File: src/design/aes_pkg.sv
// Package for the AES-128 CTR stream cipher: types, S-box and round functions.
// No dependencies.
package aes_pkg;

	localparam int RoundCount = 10;
	localparam int QueueDepth = 2;

	typedef enum logic [2:0] {
		REG_KEY_HIGH   = 3'd0,
		REG_KEY_LOW    = 3'd1,
		REG_NONCE_HIGH = 3'd2,
		REG_NONCE_LOW  = 3'd3,
		REG_INIT_CTR   = 3'd4
	} reg_idx_t;

	typedef enum logic [1:0] {
		ST_IDLE,
		ST_KEYS,
		ST_ROUNDS,
		ST_OUT
	} eng_state_t;

	// one queued transaction from front to back
	typedef struct packed {
		logic [127:0] data;
		logic [4:0]   count;
		logic         start;
		logic         last;
		logic [127:0] key;
		logic [31:0]  ctr_init;
	} job_t;

	function automatic logic [7:0] sbox(input logic [7:0] x);
		logic [7:0] t [256];
		t = '{
		8'h63,8'h7c,8'h77,8'h7b,8'hf2,8'h6b,8'h6f,8'hc5,8'h30,8'h01,8'h67,8'h2b,8'hfe,8'hd7,8'hab,8'h76,
		8'hca,8'h82,8'hc9,8'h7d,8'hfa,8'h59,8'h47,8'hf0,8'had,8'hd4,8'ha2,8'haf,8'h9c,8'ha4,8'h72,8'hc0,
		8'hb7,8'hfd,8'h93,8'h26,8'h36,8'h3f,8'hf7,8'hcc,8'h34,8'ha5,8'he5,8'hf1,8'h71,8'hd8,8'h31,8'h15,
		8'h04,8'hc7,8'h23,8'hc3,8'h18,8'h96,8'h05,8'h9a,8'h07,8'h12,8'h80,8'he2,8'heb,8'h27,8'hb2,8'h75,
		8'h09,8'h83,8'h2c,8'h1a,8'h1b,8'h6e,8'h5a,8'ha0,8'h52,8'h3b,8'hd6,8'hb3,8'h29,8'he3,8'h2f,8'h84,
		8'h53,8'hd1,8'h00,8'hed,8'h20,8'hfc,8'hb1,8'h5b,8'h6a,8'hcb,8'hbe,8'h39,8'h4a,8'h4c,8'h58,8'hcf,
		8'hd0,8'hef,8'haa,8'hfb,8'h43,8'h4d,8'h33,8'h85,8'h45,8'hf9,8'h02,8'h7f,8'h50,8'h3c,8'h9f,8'ha8,
		8'h51,8'ha3,8'h40,8'h8f,8'h92,8'h9d,8'h38,8'hf5,8'hbc,8'hb6,8'hda,8'h21,8'h10,8'hff,8'hf3,8'hd2,
		8'hcd,8'h0c,8'h13,8'hec,8'h5f,8'h97,8'h44,8'h17,8'hc4,8'ha7,8'h7e,8'h3d,8'h64,8'h5d,8'h19,8'h73,
		8'h60,8'h81,8'h4f,8'hdc,8'h22,8'h2a,8'h90,8'h88,8'h46,8'hee,8'hb8,8'h14,8'hde,8'h5e,8'h0b,8'hdb,
		8'he0,8'h32,8'h3a,8'h0a,8'h49,8'h06,8'h24,8'h5c,8'hc2,8'hd3,8'hac,8'h62,8'h91,8'h95,8'he4,8'h79,
		8'he7,8'hc8,8'h37,8'h6d,8'h8d,8'hd5,8'h4e,8'ha9,8'h6c,8'h56,8'hf4,8'hea,8'h65,8'h7a,8'hae,8'h08,
		8'hba,8'h78,8'h25,8'h2e,8'h1c,8'ha6,8'hb4,8'hc6,8'he8,8'hdd,8'h74,8'h1f,8'h4b,8'hbd,8'h8b,8'h8a,
		8'h70,8'h3e,8'hb5,8'h66,8'h48,8'h03,8'hf6,8'h0e,8'h61,8'h35,8'h57,8'hb9,8'h86,8'hc1,8'h1d,8'h9e,
		8'he1,8'hf8,8'h98,8'h11,8'h69,8'hd9,8'h8e,8'h94,8'h9b,8'h1e,8'h87,8'he9,8'hce,8'h55,8'h28,8'hdf,
		8'h8c,8'ha1,8'h89,8'h0d,8'hbf,8'he6,8'h42,8'h68,8'h41,8'h99,8'h2d,8'h0f,8'hb0,8'h54,8'hbb,8'h16};
		return t[x];
	endfunction

	function automatic logic [7:0] xtime(input logic [7:0] x);
		return {x[6:0], 1'b0} ^ (x[7] ? 8'h1b : 8'h00);
	endfunction

	// byte i of a 128-bit block sits at bits 127-8i : 120-8i
	function automatic logic [7:0] get_b(input logic [127:0] s, input int i);
		return s[127 - 8 * i -: 8];
	endfunction

	function automatic logic [127:0] enc_round(input logic [127:0] s, input logic [127:0] rk,
			input logic final_rnd);
		logic [7:0] t [16];
		logic [7:0] a, b, d, e, al;
		logic [127:0] r;
		for (int c = 0; c < 4; c++)
			for (int i = 0; i < 4; i++)
				t[c * 4 + i] = sbox(get_b(s, ((c + i) & 3) * 4 + i));
		if (!final_rnd) begin
			for (int c = 0; c < 4; c++) begin
				a = t[c * 4]; b = t[c * 4 + 1]; d = t[c * 4 + 2]; e = t[c * 4 + 3];
				al = a ^ b ^ d ^ e;
				t[c * 4]     = a ^ al ^ xtime(a ^ b);
				t[c * 4 + 1] = b ^ al ^ xtime(b ^ d);
				t[c * 4 + 2] = d ^ al ^ xtime(d ^ e);
				t[c * 4 + 3] = e ^ al ^ xtime(e ^ a);
			end
		end
		for (int i = 0; i < 16; i++)
			r[127 - 8 * i -: 8] = t[i];
		return r ^ rk;
	endfunction

	function automatic logic [127:0] next_rkey(input logic [127:0] k, input logic [7:0] rc);
		logic [31:0] w0, w1, w2, w3, t;
		w0 = k[127:96]; w1 = k[95:64]; w2 = k[63:32]; w3 = k[31:0];
		t = {sbox(w3[23:16]) ^ rc, sbox(w3[15:8]), sbox(w3[7:0]), sbox(w3[31:24])};
		w0 = w0 ^ t;
		w1 = w1 ^ w0;
		w2 = w2 ^ w1;
		w3 = w3 ^ w2;
		return {w0, w1, w2, w3};
	endfunction

endpackage

File: src/design/aes_front.sv
// Front end: accepts input transactions, captures key snapshot, queues jobs.
// Depends on aes_pkg.
module aes_front import aes_pkg::*; (
	input  logic         clk,
	input  logic         arst_n,
	input  logic         in_valid,
	output logic         in_ready,
	input  logic [127:0] in_data,
	input  logic [4:0]   in_count,
	input  logic         in_start,
	input  logic         in_last,
	input  logic [127:0] key,
	input  logic [31:0]  ctr_init,
	output logic         job_valid,
	input  logic         job_ready,
	output job_t         job
);
	localparam int PtrW = $clog2(QueueDepth);

	job_t            q_q [QueueDepth];
	logic [PtrW-1:0] wp_q, rp_q;
	logic [PtrW:0]   cnt_q;
	logic            push, pop;

	assign in_ready  = cnt_q != (PtrW + 1)'(QueueDepth);
	assign job_valid = cnt_q != '0;
	assign push      = in_valid && in_ready;
	assign pop       = job_valid && job_ready;
	assign job       = q_q[rp_q];

	always_ff @(posedge clk) begin
		if (push)
			q_q[wp_q] <= '{data: in_data, count: in_count, start: in_start, last: in_last,
				key: key, ctr_init: ctr_init};
	end

	always_ff @(posedge clk or negedge arst_n) begin
		if (!arst_n) begin
			wp_q  <= '0;
			rp_q  <= '0;
			cnt_q <= '0;
		end else begin
			if (push)
				wp_q <= (wp_q == PtrW'(QueueDepth - 1)) ? '0 : wp_q + 1'b1;
			if (pop)
				rp_q <= (rp_q == PtrW'(QueueDepth - 1)) ? '0 : rp_q + 1'b1;
			cnt_q <= cnt_q + (PtrW + 1)'(push) - (PtrW + 1)'(pop);
		end
	end
endmodule

File: config.mk
export PLATFORM = sky130hd
export DESIGN_NAME = aes_front
export DESIGN_NICKNAME = d
export VERILOG_FILES = /design/src/design/aes_pkg.sv /design/src/design/aes_front.sv
export SDC_FILE = /design/constraint.sdc
export NUM_CORES = 1
export LEC_CHECK = 0
export BUFFER_PORTS_ARGS = -buffer_cell sky130_fd_sc_hd__buf_2
export CAP_MARGIN = 20
export CORE_AREA = 2 2 229 231
export CTS_CLUSTER_DIAMETER = 100
export DETAILED_ROUTE_END_ITERATION = 10
export DIE_AREA = 0 0 231 233
export GPL_ROUTABILITY_DRIVEN = 0
export GPL_TIMING_DRIVEN = 0
export PLACE_DENSITY = 0.7
export SLEW_MARGIN = 20
export SYNTH_ARGS = -nofsm -noshare
export SYNTH_HDL_FRONTEND = slang
export SYNTH_SLANG_ARGS = --single-unit
File: constraint.sdc
create_clock -name clk -period 19.3 [get_ports clk]
set_clock_uncertainty 0.1 [all_clocks]
set_input_delay 3.86 -clock clk [delete_from_list [all_inputs] [get_ports clk]]
set_output_delay 3.86 -clock clk [all_outputs]
set_load 0.05 [all_outputs]
==> summary.txt, run 1 <==
Outcome
  • Outcome: finished, final reports clean

Worst setup path
  • Crit start category: flip-flop
  • Worst reg2reg setup slack: 16.60 ns
  • R2R cell count: 5
  • CP max FO: 10
  • Crit Path Class: reg2out
  • RR Endpoint: q_q[1][125]
  • Crit path capture type: output port
  • Worst EP required: 15.34 ns
  • Worst r2r src: cnt_q[0]
  • CP Data Arrival Time: 2.10 ns

Hold path
  • Hold Path Stages: 1
  • Min-delay src: wp_q
  • Hold worst-path end: wp_q
  • Hold Path Class: reg2reg

Drt
  • Initial DRC count: 457
  • DRC: 0
  • Wirelength per Cell: 20.8 um
  • DRT antenna net count: 0
  • First drt pass iteration count: 4
  • Via Count: 11200
  • Via density: 4.77
  • Routed Wire Length: 48800 um

Global routing
  • GRT met1 Usage: 18.8%
  • Met2 usage: 30.6%
  • GR peak layer: met2
  • Largest net degree at the start of global routing: 52
  • Met3 usage: 6.68%
  • GRT Residual Overflow: 0
  • Vias in the first global route: 11900
  • Initial antenna violation count: 16
  • Tot GR Track Use: 17.4%
  • First-pass GRT wire length: 69600 um

Yosys
  • Mapped Area: 22500 um^2
  • Ys async rst share: 0.673%
  • EDFF count, synth: 590
  • Ys flop type: edfxtp_1
  • Syn Inst Count: 940
  • Yosys warnings: 0
  • Mean Syn Cell Area: 23.9 um^2
  • Synth top area share: 78.7%
  • Dominant cells by area after synthesis: edfxtp_1, mux2_4, mux2_2
  • Sequential element share of the synthesized area: 79.2%
  • Mapped Nets: 1240
  • Post-synth top cells: edfxtp_1, mux2_4, mux2_2
  • Top-count cell post-synth: edfxtp_1
  • Synth Register Bits: 594
  • Largest area contributor in the netlist: edfxtp_1
  • Yosys cell types: 19

Job
  • Max-Cap Viols: 0

Timing
  • F_max: 0.165 GHz
  • Final min period: 6.06 ns
  • Hold WS: 0.452 ns
  • Worst setup margin: 13.24 ns
  • Slew at the pin closest to its max-slew limit: 0.740 ns
  • Final worst path period share: 31.4%
  • Setup violations, final: 0
  • RSZ-0062 raised after global routing: false
  • Setup TNS: 0 ns
  • Slew Limit Headroom: 50.6%
  • Hold violation total from the final report: 0
  • Slew Viols, Final: 0

Pwr
  • Pwr Density: 184 nW/um^2
  • Final Power: 5.28 mW
  • Pleak: 11.4 nW
  • Maximum VDD drop: 127 uV

Layout
  • Final Util: 56.1%
  • Share of layout cells above drive strength 1: 61.9%
  • Finished Layout Cells: 2347
  • Design area: 28600 um^2
  • Synth-to-layout area growth: 27.3%
  • NumNets Final: 1916

Clock tree
  • Hold-fix buffer count after cts: 0
  • Clk sinks: 594
  • Clock Latency Late Sink: 0.59 ns
  • TritonCTS clock tree: done
  • CTS H-tree lvls: 2
  • CTS buffer count: 59
  • CTS Buffer Depth: 3
  • Post-CTS Setup Inserts: 0
  • Post-CTS sizing: 0
  • CTS clk-pin slew, worst paths: 0.06 ns
  • Root Driver: clkbuf_16

Place
  • Placement-stage cell area: 26800 um^2
  • Pre-CTS setup slack: 13.14 ns
  • HPWL Detailed: 35900 um
  • Placed insts: 2235
  • Number of port buffers: 595

Floorplan
  • Chip height: 233 um
  • DIE WIDTH: 231 um
  • Die area: 53800 um^2
  • Starting Density: 44.0%
  • FP Rows: 83
  • Core footprint: 51100 um^2
  • # IOs: 596
-- kinds of logic (layout without fill, tap and decap cells) --
group | Yosys count | count (layout) | synth area share, %
AOI/OAI and AO/OA | 4 | 4 | 0.139
xor gates and xnor gates | 3 | 3 | 0.117
adders and majority gates | 1 | 1 | 0.0556
buffers and inverters | 33 | 747 | 1.51
DFF | 594 | 594 | 79.2
muxes | 295 | 295 | 18.8
other | 0 | 13 | 0
and+or+nand+nor | 10 | 10 | 0.217
-- where the power goes --
group / internal (mW) / switching, mW / total (mW)
clock: 0.624 / 0.444 / 1.07
sequential: 1.76 / 0.0665 / 1.82
combinational: 0.762 / 1.62 / 2.38
-- layout make-up --
class,count,area (um^2)
clock inverter,25,228
fill,3944,22400
multi-input combinational,313,4350
antenna,13,32.5
timing repair buffer,615,3450
sequential,594,17800
tap,680,851
buffer,33,340
clock buffer,74,1580
-- worst max-delay path: stages, from the launching register on --
cell	delay (ns)
dfrtp_1	0.34
buf_6	0.16
buf_6	0.22
buf_6	0.21
mux2_4	0.34
buf_2	0.22
-- per-layer routing --
metal,vias up,share of wire (%)
met5,-,0.13
met4,10,3.3
met3,111,8.9
met2,417,52
met1,5497,35
li1,5156,-
-- registers in the layout (all words and copies together), names as in the netlist --
name	count
q_q	590
cnt_q	2
rp_q	1
wp_q	1
-- layout by cell type (no fill, tap or decap), types with 7 or more instances in the layout --
| cell type | n |
|---|---|
| mux2_2 | 55 |
| clkbuf_16 | 61 |
| diode_2 | 13 |
| buf_6 | 28 |
| buf_16 | 10 |
| buf_12 | 9 |
| clkinv_2 | 7 |
| buf_2 | 600 |
| edfxtp_1 | 590 |
| clkbuf_1 | 13 |
| clkinv_1 | 9 |
| mux2_4 | 240 |
-- worst max path at each step --
stage | slack (ns) | cells past startpoint | endpoint | startpoint
after detailed placement | 13.14 | 5 | q_q[1][125] | in_valid
final | 13.24 | 5 | job[210] | rp_q
after floorplan | 2.08 | 2 | q_q[0][0] | in_valid
after global placement | -5.19 | 3 | q_q[0][131] | in_valid
after global routing | 13.13 | 5 | job[210] | rp_q
after CTS | 13.15 | 5 | job[210] | rp_q
Note: power is estimated with default switching activity, not from simulation.
==> run 2: changes to the inputs <==
CORE_AREA = 2 2 233 235   (was 2 2 229 231)
DIE_AREA = 0 0 235 237   (was 0 0 231 233)
PLACE_DENSITY = 0.71   (was 0.7)
clock period = 5.4 ns   (was 19.3 ns; I/O delays follow)
==> summary.txt, run 2 (synthesized netlist as in run 1, its figures left out) <==
Worst setup path
  • Most frequent CP cell: buf_6
  • Worst path slowest cell: dfrtp_1
  • Worst EP required: 4.22 ns (-11.12 ns)
  • CP Data Arrival Time: 2.14 ns (+0.04 ns)
  • Delay-heaviest family, CP: buffers and inverters
  • Crit path capture type: output port
  • Crit path cell chain: buf_6, buf_6, buf_6, mux2_4, buf_2
  • Buf/Inv on CP: 4 (unchanged)
  • Crit start category: flip-flop
  • CP max FO: 10 (unchanged)
  • Max stage delay on crit path: 0.33 ns (about the same)
  • Crit Path Class: reg2out

Pwr
  • Switching share of power: 40.5% (+0.042 points)
  • Flop pwr share: 34.1% (-0.5 points)
  • Net load switching power: 7.73 mW (+260%)
  • Comb pwr share: 44.8% (-0.4 points)
  • Pleak: 11.4 nW (+0.65%)
  • Clock power share: 21.0% (+0.8 points)
  • Internal Power: 11.4 mW (+260%)
  • Pwr Density: 663 nW/um^2 (+260%)
  • Maximum VDD drop: 358 uV (+180%)

Global routing
  • GRT met1 Usage: 19.3% (+0.54 points)
  • GRT Residual Overflow: 0 (unchanged)
  • Tot GR Track Use: 17.2% (-0.20 points)
  • Met2 usage: 30.4% (-0.26 points)
  • Met3 usage: 5.57% (-1.1 points)
  • Initial antenna violation count: 17 (+1)
  • Vias in the first global route: 11900 (+0.042%)
  • Largest net degree at the start of global routing: 54 (+3.8%)
  • GR peak layer: met2
  • First-pass GRT wire length: 72100 um (+3.6%)

Floorplan
  • Die area: 55700 um^2 (+3.5%)
  • FP Rows: 85 (+2.4%)
  • # IOs: 596 (unchanged)
  • DIE WIDTH: 235 um (+1.7%)
  • Chip height: 237 um (+1.7%)
  • Starting Density: 42.2% (-1.8 points)
  • Core footprint: 53300 um^2 (+4.3%)

Layout
  • Fillers: 4128 (+4.7%)
  • Most frequent cells in the layout: buf_2, edfxtp_1, mux2_4
  • FF+latch area: 17800 um^2 (unchanged)
  • Share of layout cells above drive strength 1: 61.5% (-0.39 points)
  • NumNets Final: 1918 (+0.10%)
  • Final Util: 54.1% (-2.0 points)
  • Max reg flops: 590 (unchanged)
  • Synth-to-layout area growth: 28.1%
  • Most flops, register: q_q
  • Multi-input gate area: 4370 um^2 (+0.37%)
  • Largest registers in the final layout: q_q x590, cnt_q x2
  • Most common cell after layout, fill and taps aside: buf_2

Clock tree
  • Root Driver: clkbuf_16
  • Clock Latency Late Sink: 0.59 ns (about the same)
  • CTS buffer count: 61 (+3.4%)
  • CTS H-tree lvls: 2 (unchanged)
  • Post-CTS Setup Inserts: 0 (unchanged)
  • CTS Buffer Depth: 3 (unchanged)
  • TritonCTS clock tree: done
  • CTS clk-pin slew, worst paths: 0.06 ns (about the same)
  • Post-CTS sizing: 0 (unchanged)
  • Clk sinks: 594 (unchanged)
  • Hold-fix buffer count after cts: 0 (unchanged)

Timing
  • Hold WS: 0.188 ns (-0.264 ns)
  • Hold violation total from the final report: 0 (unchanged)
  • RSZ-0062 raised after global routing: false
  • Slew at the pin closest to its max-slew limit: 0.608 ns (-0.133 ns)
  • Slew Viols, Final: 0 (unchanged)
  • Final min period: 3.32 ns
  • Final worst path period share: 61.4%
  • Slew Limit Headroom: 59.5% (+8.8 points)
  • Setup violations, final: 0 (unchanged)
  • F_max: 0.301 GHz

Drt
  • DRC: 0 (unchanged)
  • Routed Wire Length: 50000 um (+2.4%)
  • Initial DRC count: 659 (+44%)
  • DRT antenna net count: 0 (unchanged)
  • Wirelength per Cell: 21.1 um (+1.3%)
  • First drt pass iteration count: 4 (unchanged)
  • Via Count: 11200 (+0.48%)
  • Via density: 4.74 (-0.62%)

Place
  • Number of port buffers: 595 (unchanged)
  • HPWL Detailed: 36700 um (+2.1%)

Hold path
  • Hold Path Class: in2async

Outcome
  • Outcome: finished, final reports clean

Job
  • Max-Cap Viols: 0 (unchanged)
run 2: per-stage QoR:
stage | total power [mW] | cells | worst slack [ns] | instance area (um^2) | TNS [ns]
after floorplan | 13.3 | 940 | -0.654 | 22500 | -192.80
after global placement | 15.2 | 2231 | -3.18 | 26400 | -1501.70
after detailed placement | 15.3 | 2251 | 2.02 | 26900 | 0
after CTS | 19.3 | 2362 | 1.98 | 28800 | 0
after global routing | 19.8 | 2372 | 1.96 | 28800 | 0
final | 19.1 | 2373 | 2.08 | 28800 | 0
run 2: power by group through the flow:
stage	clock, mW	combinational, mW	sequential, mW
after global placement	0	8.31	6.86
after floorplan	0	6.61	6.73
after detailed placement	0	8.66	6.62
after CTS	4.13	8.68	6.53
after global routing	4.31	8.90	6.60
final	4.02	8.57	6.53
run 2: per-layer routing:
layer | vias up | part of all wire (%)
met5 | - | 0.11
met4 | 10 | 3.1
met3 | 98 | 7.7
met2 | 419 | 53
met1 | 5565 | 36
li1 | 5153 | -
run 2: cell type report:
class	count	area share (%)
clock buffers	79	5.68
well taps	696	3.02
diodes	11	0.0955
repair buffers	615	12.0
plain buffers	33	1.18
clock inverters	32	1.02
flip-flops and latches	594	61.8
multi-input cells	313	15.2
run 2: path summary, 6_finish.rpt:
check	slack, ns	depth (start not counted)	from	endpoint
min in group clk	0.46	1	wp_q	wp_q
hold / removal	0.19	1	arst_n	cnt_q[0]
setup / recovery	2.08	5	rp_q	job[201]
max in group asynchronous	4.88	1	arst_n	cnt_q[1]
setup reg to reg	2.58	5	cnt_q[0]	q_q[1][36]
hold reg to reg	0.46	1	wp_q	wp_q
run 2: worst register-to-register path: cells and delay by family (launching register included):
family        cells  cell delay [ns]
simple gates      2             0.94
buf+inv           3             0.98
flops             1             0.43
